[config.mk]
export PLATFORM = sky130hd
export DESIGN_NAME = hcbd_decode
export DESIGN_NICKNAME = d
export VERILOG_FILES = /design/src/rtl/hcbd_pkg.sv /design/src/rtl/hcbd_decode.sv
export SDC_FILE = /design/constraint.sdc
export NUM_CORES = 1
export LEC_CHECK = 0
export BUFFER_PORTS_ARGS = -buffer_cell sky130_fd_sc_hd__buf_2
export CAP_MARGIN = 20
export CORE_UTILIZATION = 35
export DETAILED_ROUTE_END_ITERATION = 7
export PLACE_DENSITY = 0.95
export RECOVER_POWER = 50
export SLEW_MARGIN = 20
export SYNTH_ARGS = -nofsm -noshare
export SYNTH_HDL_FRONTEND = slang
export SYNTH_SLANG_ARGS = --single-unit
[constraint.sdc]
create_clock -name vclk -period 3.3
set_clock_uncertainty 0.15 [all_clocks]
set_input_delay 0.165 -clock vclk [all_inputs]
set_output_delay 0.165 -clock vclk [all_outputs]
set_load 0.01 [all_outputs]
[src/rtl/hcbd_pkg.sv]
// Shared types, address map constants and target codes for the bus decoder.
// Used by the decode, memory, top-level and checker files; depends on nothing.
`timescale 1ns / 1ps

package hcbd_pkg;

    localparam int WORK_RAM_BANKS_DEF = 8;
    localparam int BANK_BYTES         = 4096;
    localparam int BANK_OFS_W         = 12;
    localparam int HRAM_BYTES         = 128;
    localparam int HRAM_IDX_W         = 7;

    localparam logic [2:0] TGT_INTERNAL = 3'd0;
    localparam logic [2:0] TGT_ROM      = 3'd1;
    localparam logic [2:0] TGT_VRAM     = 3'd2;
    localparam logic [2:0] TGT_CART_RAM = 3'd3;
    localparam logic [2:0] TGT_OAM      = 3'd4;
    localparam logic [2:0] TGT_IO       = 3'd5;
    localparam logic [2:0] TGT_UNUSABLE = 3'd6;

    localparam logic CMD_READ  = 1'b0;
    localparam logic CMD_WRITE = 1'b1;

    localparam logic [15:0] ADDR_ECHO_LO   = 16'hE000;
    localparam logic [15:0] ADDR_ECHO_HI   = 16'hFDFF;
    localparam logic [15:0] ECHO_OFFSET    = 16'h2000;
    localparam logic [15:0] ADDR_ROM_HI    = 16'h7FFF;
    localparam logic [15:0] ADDR_VRAM_HI   = 16'h9FFF;
    localparam logic [15:0] ADDR_CART_HI   = 16'hBFFF;
    localparam logic [15:0] ADDR_WRAM_HI   = 16'hDFFF;
    localparam logic [15:0] ADDR_BANKED_LO = 16'hD000;
    localparam logic [15:0] ADDR_OAM_LO    = 16'hFE00;
    localparam logic [15:0] ADDR_OAM_HI    = 16'hFE9F;
    localparam logic [15:0] ADDR_UNUSE_LO  = 16'hFEA0;
    localparam logic [15:0] ADDR_UNUSE_HI  = 16'hFEFF;
    localparam logic [15:0] ADDR_IO_LO     = 16'hFF00;
    localparam logic [15:0] ADDR_IO_HI     = 16'hFF7F;
    localparam logic [15:0] ADDR_IE        = 16'hFFFF;
    localparam logic [15:0] ADDR_HRAM_LO   = 16'hFF80;
    localparam logic [15:0] BANK_OFS_MASK  = 16'h0FFF;

    localparam logic [7:0] UNUSABLE_BYTE = 8'hFF;

    typedef struct packed {
        logic [2:0]  target;
        logic [15:0] local_address;
        logic        forward_write;
        logic [7:0]  forward_byte;
        logic [7:0]  load_const;
        logic        mem_read;
    } t_dec;

    typedef struct packed {
        logic                  wr;
        logic                  sel_wram;
        logic                  sel_hram;
        logic [HRAM_IDX_W-1:0] hram_idx;
        logic [7:0]            wdata;
    } t_mem_req;

endpackage

[src/rtl/hcbd_decode.sv]
// Combinational address decode: echo folding, region select and work RAM banking.
// Depends on hcbd_pkg.
`timescale 1ns / 1ps

module hcbd_decode #(
    parameter int WORK_RAM_BANKS = hcbd_pkg::WORK_RAM_BANKS_DEF,
    parameter int BANK_W         = (WORK_RAM_BANKS > 1) ? $clog2(WORK_RAM_BANKS) : 1,
    parameter int WRAM_AW        = BANK_W + hcbd_pkg::BANK_OFS_W
) (
    input  logic                  i_colour_mode,
    input  logic                  i_command,
    input  logic [15:0]           i_bus_address,
    input  logic [7:0]            i_store_byte,
    input  logic [2:0]            i_bank_select,
    output hcbd_pkg::t_dec        o_dec,
    output hcbd_pkg::t_mem_req    o_mem,
    output logic [WRAM_AW-1:0]    o_wram_idx
);

    logic [BANK_W-1:0] bank_mod [8];
    logic [BANK_W-1:0] bank;
    logic [15:0]       addr;
    logic              is_wr;

    for (genvar g = 0; g < 8; g++) begin : g_bank_mod
        assign bank_mod[g] = BANK_W'(g % WORK_RAM_BANKS);
    end

    assign is_wr = (i_command == hcbd_pkg::CMD_WRITE);

    always_comb begin
        if (i_bus_address >= hcbd_pkg::ADDR_ECHO_LO
            && i_bus_address <= hcbd_pkg::ADDR_ECHO_HI) begin
            addr = i_bus_address - hcbd_pkg::ECHO_OFFSET;
        end else begin
            addr = i_bus_address;
        end
    end

    always_comb begin
        if (addr < hcbd_pkg::ADDR_BANKED_LO) begin
            bank = '0;
        end else if (i_colour_mode && bank_mod[i_bank_select] != '0) begin
            bank = bank_mod[i_bank_select];
        end else begin
            bank = BANK_W'(1);
        end
    end

    assign o_wram_idx = {bank, addr[hcbd_pkg::BANK_OFS_W-1:0]};

    always_comb begin
        o_dec.target        = hcbd_pkg::TGT_INTERNAL;
        o_dec.local_address = '0;
        o_dec.load_const    = '0;
        o_dec.mem_read      = 1'b0;
        o_dec.forward_write = 1'b0;
        o_dec.forward_byte  = '0;
        o_mem.wr            = is_wr;
        o_mem.sel_wram      = 1'b0;
        o_mem.sel_hram      = 1'b0;
        o_mem.hram_idx      = addr[hcbd_pkg::HRAM_IDX_W-1:0];
        o_mem.wdata         = i_store_byte;
        priority if (addr <= hcbd_pkg::ADDR_ROM_HI) begin
            o_dec.target        = hcbd_pkg::TGT_ROM;
            o_dec.local_address = addr;
        end else if (addr <= hcbd_pkg::ADDR_VRAM_HI) begin
            o_dec.target        = hcbd_pkg::TGT_VRAM;
            o_dec.local_address = {1'b0, addr[14:0]};
        end else if (addr <= hcbd_pkg::ADDR_CART_HI) begin
            o_dec.target        = hcbd_pkg::TGT_CART_RAM;
            o_dec.local_address = addr;
        end else if (addr <= hcbd_pkg::ADDR_WRAM_HI) begin
            o_mem.sel_wram = 1'b1;
            o_dec.mem_read = !is_wr;
        end else if (addr >= hcbd_pkg::ADDR_OAM_LO && addr <= hcbd_pkg::ADDR_OAM_HI) begin
            o_dec.target        = hcbd_pkg::TGT_OAM;
            o_dec.local_address = {8'h00, addr[7:0]};
        end else if (addr >= hcbd_pkg::ADDR_UNUSE_LO && addr <= hcbd_pkg::ADDR_UNUSE_HI) begin
            o_dec.target     = hcbd_pkg::TGT_UNUSABLE;
            o_dec.load_const = hcbd_pkg::UNUSABLE_BYTE;
        end else if ((addr >= hcbd_pkg::ADDR_IO_LO && addr <= hcbd_pkg::ADDR_IO_HI)
                     || addr == hcbd_pkg::ADDR_IE) begin
            o_dec.target        = hcbd_pkg::TGT_IO;
            o_dec.local_address = addr;
        end else begin
            o_mem.sel_hram = 1'b1;
            o_dec.mem_read = !is_wr;
        end
        if (is_wr && o_dec.target != hcbd_pkg::TGT_INTERNAL
                  && o_dec.target != hcbd_pkg::TGT_UNUSABLE) begin
            o_dec.forward_write = 1'b1;
            o_dec.forward_byte  = i_store_byte;
        end
    end

endmodule

==> flow_summary.json, run 1 <==
{
  "status": "finished clean",
  "cts_resized": 0,
  "final_area_um2": 919.6,
  "num_vias": 931,
  "fin_cells": 202,
  "grt_max_degree": 18,
  "dp_cells": 202,
  "start_util_pct": 36.92,
  "dpl-instance-area_um2": 963.4,
  "start_kind": "primary input",
  "pin_count": 99,
  "critPathLaunch": "i_bus_address[13]",
  "crit_type": "primary input to output port",
  "use_met1_pct": 17.53,
  "relSlewSlack_pct": 52.23,
  "hpwl_um": 1612,
  "synth_cells": 114,
  "drtIter0Drc": 26,
  "seq_area_um2": 0,
  "postCtsSetupBuffers": 0,
  "max_freq_mhz": 424.0,
  "rows": 16,
  "power_leakage_nw": 0.5081,
  "final_core_util_pct": 47.36,
  "via_per_inst": 4.609,
  "vdd_drop_max_mv": 0.06521,
  "worst_setup_path_end_kind": "output port",
  "netlist_area_um2": 716.9,
  "drive_gt1_share_pct": 38.86,
  "syn_avg_cell_area_um2": 6.289,
  "rsz0062_at_grt": "no",
  "gp_congestion": 0.7413,
  "die_height_um": 47.26,
  "grt_first_pass_wirelength_um": 2332,
  "ys_warn_count": 0,
  "portBuffers": 99,
  "die_x_um": 47.26,
  "p_per_area_mw_per_mm2": 139.0,
  "maxCapViolations": 0,
  "slowest_delay_ns": 0.40,
  "fin_crit_sh_pct": 71.47,
  "grt.busiest_layer": "met2",
  "crit_fanout": 17,
  "fin_tns_setup_ns": 0,
  "finalPower_mw": 0.1278,
  "wl_um": 1867,
  "cts_hold_repair.buffers": 0,
  "core_mm2": 0.001942,
  "die_area_mm2": 0.002234,
  "setup_viol": 0,
  "wl_per_cell_um": 9.243,
  "endpoint": "o_dec[15]",
  "worstPathArrival_ns": 2.04,
  "holdCritPathClass": "primary input to output port",
  "drtAntennaViolNets": 0,
  "clkbuf_count": 0,
  "nets": 207,
  "antenna_found_initial": 0,
  "diodes": 0,
  "grtUsageMet2_pct": 26.30,
  "grt_overflow": 0,
  "timing.critical_path.cells": "clkbuf_1, inv_1, ha_1, or2_1, a31o_1, a31oi_4, nor2_1, buf_2",
  "critical_path_required_ns": 2.98,
  "ys_seq_area_share_pct": 0,
  "drc": 0,
  "crit_slowest_cell": "a31oi_4",
  "slew_viol_final": 0,
  "finalHoldViolCount": 0,
  "grt_pass1_vias": 605,
  "area_growth_pct": 28.27,
  "met3_usage_pct": 0.7692,
  "tightestPinTransition_ns": 0.7111,
  "syn_nets": 144,
  "design.seq.count": 0,
  "drt-pass1-iter-count": 4,
  "finalCriticalPeriod_ns": 2.359,
  "synth.distinct_cells": 28,
  "globalRouteTotalUtil_pct": 13.70
}
[logic make-up (layout without fill, tap and decap cells)]
logic type,Yosys count,count (layout),share of synthesized area (%)
fa+ha+maj,1,1,1.745
compound gates,16,16,17.10
buf+inv,42,103,41.53
simple gates,55,55,39.62
[cells in the mapped netlist]
cell / n / share of area [%]
a22o_1: 1 / 1.2
buf_4: 35 / 37
clkbuf_2: 1 / 0.70
a31oi_1: 4 / 3.5
nor2b_1: 13 / 11
nor4_1: 1 / 0.87
nor3_1: 2 / 1.4
nor2_2: 1 / 0.87
nor3b_1: 1 / 1.0
nand4_1: 2 / 1.7
nand4_4: 1 / 3.0
o21ai_0: 2 / 1.4
or2_1: 1 / 0.87
buf_1: 1 / 0.52
nand2_1: 13 / 6.8
a31o_1: 1 / 1.2
and3_1: 1 / 0.87
ha_1: 1 / 1.7
nor2_1: 15 / 7.9
inv_1: 4 / 2.1
and2_1: 1 / 0.87
buf_6: 1 / 1.6
a31oi_4: 1 / 3.0
nand3_1: 3 / 2.1
o211ai_1: 2 / 2.1
a221oi_1: 1 / 1.2
o311a_1: 1 / 1.4
a21oi_1: 3 / 2.1
[worst max-delay path: cells and delay by family]
kind            cells  cell delay (ns)
compound gates      2             0.67
fa+ha+maj           1             0.33
buf+inv             3             0.54
simple gates        2             0.34
[worst min-delay path by stage]
stage,from,to,cells after the start
floorplan,i_bus_address[15],o_dec[34],1
global placement,i_store_byte[3],o_mem[3],2
detailed placement,i_store_byte[3],o_mem[3],2
CTS,i_store_byte[3],o_mem[3],2
global route,i_store_byte[5],o_mem[5],2
finish,i_store_byte[3],o_mem[3],2
[through the flow]
stage / setup slack (ns) / hold WS, ns
2_1_floorplan: 1.355 / 0.2575
3_3_place_gp: 1.077 / 0.3777
3_5_place_dp: 1.079 / 0.3792
4_1_cts: 1.075 / 0.3796
5_1_grt: 0.7715 / 0.4041
6_report: 0.9414 / 0.3968
[routing by layer]
metal,up-vias,routed length [µm]
met4,0,0
met2,63,898
met3,0,196
met5,-,0
li1,472,-
met1,396,773
[report_power, final]
group | total [mW] | internal (mW) | switching, mW | leakage, nW
Clock | 0 | 0 | 0 | 0
Sequential | 0 | 0 | 0 | 0
Combinational | 0.128 | 0.0524 | 0.0754 | 0.508
Total | 0.128 | 0.0524 | 0.0754 | 0.508
[cell type report]
cell class	count	area, µm²
multi-input combinational	72	416.7
fill	242	1022
inverter	4	15.01
tap	27	33.78
timing repair buffer	99	454.2
[cells in the final DEF, fill, tap and decap left out]
master / netlist / final
a31o_1: 1 / 1
clkbuf_1: 0 / 33
nor3_1: 2 / 2
nor4_1: 1 / 1
a21oi_1: 3 / 3
and3_1: 1 / 1
ha_1: 1 / 1
buf_2: 0 / 66
nand3_1: 3 / 3
nand4_4: 1 / 1
or2_1: 1 / 1
nor2b_1: 13 / 13
nor2_1: 15 / 16
nand2_1: 13 / 13
a31oi_1: 4 / 4
o211ai_1: 2 / 2
a31oi_4: 1 / 1
nor3b_1: 1 / 1
inv_1: 4 / 4
nand4_1: 2 / 2
a221oi_1: 1 / 1
o311a_1: 1 / 1
o21ai_0: 2 / 2
a22o_1: 1 / 1
and2_0: 0 / 1
(Power assumes the default switching activity.)
==> run 2, diff against run 1 <==
--- a/config.mk
+++ b/config.mk
@@ -7,7 +7,7 @@
 export LEC_CHECK = 0
 export BUFFER_PORTS_ARGS = -buffer_cell sky130_fd_sc_hd__buf_2
 export CAP_MARGIN = 20
-export CORE_UTILIZATION = 35
+export CORE_UTILIZATION = 33
 export DETAILED_ROUTE_END_ITERATION = 7
 export PLACE_DENSITY = 0.95
 export RECOVER_POWER = 50
==> constraint.sdc (replaced) <==
create_clock -name vclk -period 2.3
set_clock_uncertainty 0.15 [all_clocks]
set_input_delay 0.115 -clock vclk [all_inputs]
set_output_delay 0.115 -clock vclk [all_outputs]
set_load 0.01 [all_outputs]
==> flow_summary.json, run 2 (synthesis results as in run 1) <==
{
  "worstPathArrival_ns": 1.81,
  "clkbuf_count": 0,
  "pin_count": 99,
  "critPathLaunch": "i_bus_address[13]",
  "drtIter0Drc": 11,
  "via_per_inst": 4.623,
  "rsz0062_at_grt": "no",
  "start_util_pct": 35.81,
  "cts_resized": 0,
  "antenna_found_initial": 0,
  "seq_area_um2": 0,
  "crit_type": "primary input to output port",
  "die_area_mm2": 0.002363,
  "drtAntennaViolNets": 0,
  "worst_setup_path_end_kind": "output port",
  "die_x_um": 48.61,
  "globalRouteTotalUtil_pct": 14.44,
  "critical_path_required_ns": 2.04,
  "status": "finished clean",
  "max_freq_mhz": 480.9,
  "die_height_um": 48.61,
  "cts_hold_repair.buffers": 0,
  "final_cell_mix": "66 x buf_2, 34 x clkbuf_1, 15 x nor2_1, 13 x nand2_1, 13 x nor2b_1",
  "core_mm2": 0.002002,
  "gp_congestion": 0.7103,
  "wl_um": 1909,
  "crit_fanout": 17,
  "postCtsSetupBuffers": 0,
  "fin_crit_sh_pct": 90.42,
  "relSlewSlack_pct": 70.94,
  "rows": 16,
  "drt-pass1-iter-count": 4,
  "design.seq.count": 0,
  "grt_max_degree": 18,
  "maxCapViolations": 0,
  "wl_per_cell_um": 9.358,
  "diodes": 0,
  "worst_slack_ns": 0.2204,
  "hold_start": "i_store_byte[6]",
  "place_ws_ns": 0.2081,
  "area_growth_pct": 30.19,
  "finalHoldViolCount": 0,
  "grt_pass1_vias": 725,
  "start_kind": "primary input",
  "p_per_area_mw_per_mm2": 199.3,
  "finalPower_mw": 0.1860,
  "grt_first_pass_wirelength_um": 2918,
  "holdCritPathClass": "primary input to output port",
  "num_vias": 943,
  "drc": 0,
  "drive_gt1_share_pct": 39.55,
  "fillCellCount": 230,
  "portBuffers": 99,
  "final_common_cell": "buf_2",
  "hpwl_um": 1628,
  "vdd_drop_max_mv": 0.1295,
  "nets": 209,
  "power_leakage_nw": 0.5093,
  "setup_viol": 0,
  "fin_tns_setup_ns": 0,
  "grt_overflow": 0,
  "slew_viol_final": 0,
  "finalCriticalPeriod_ns": 2.080,
  "tightestPinTransition_ns": 0.4358
}
## run 2: final timing paths
kind | end | cells past startpoint
min | o_mem[6] | 2
max | o_dec[11] | 8
## run 2: layer usage
layer / vias up / share of wire (%) / track usage [%]
li1: 476 / - / -
met1: 405 / 43 / 17.42
met2: 62 / 48 / 28.94
met3: 0 / 9.4 / 0.9434
met4: 0 / 0 / 0
met5: - / 0 / 0
## run 2: layout make-up
type                       count  area (µm²)  share of cell area, %
inverter                       4       15.01                  1.609
multi-input combinational     72       419.2                  44.91
tap                           27       33.78                  3.619
timing repair buffer         101       465.4                  49.87
## run 2: critical path, cell delays in order
cell	delay [ns]
buf_2	0.15
inv_1	0.09
ha_1	0.32
or2_1	0.23
a31o_1	0.27
a31oi_4	0.39
nor2_1	0.09
buf_2	0.15
## run 2: through the flow
stage,util [%],area (µm²),hold slack [ns],std cells
after floorplan,-,716.9,0.1575,114
after CTS,48.88,978.4,0.2803,204
after global routing,46.63,933.4,0.3036,204
after detailed placement,48.88,978.4,0.2796,204
after global placement,48.88,978.4,0.2787,204
final,46.63,933.4,0.2991,204
## run 2: power by group
| part | internal [mW] | switching [mW] | total (mW) |
|---|---|---|---|
| clock | 0 | 0 | 0 |
| combinational | 0.0777 | 0.108 | 0.186 |
| sequential | 0 | 0 | 0 |
| total | 0.0777 | 0.108 | 0.186 |
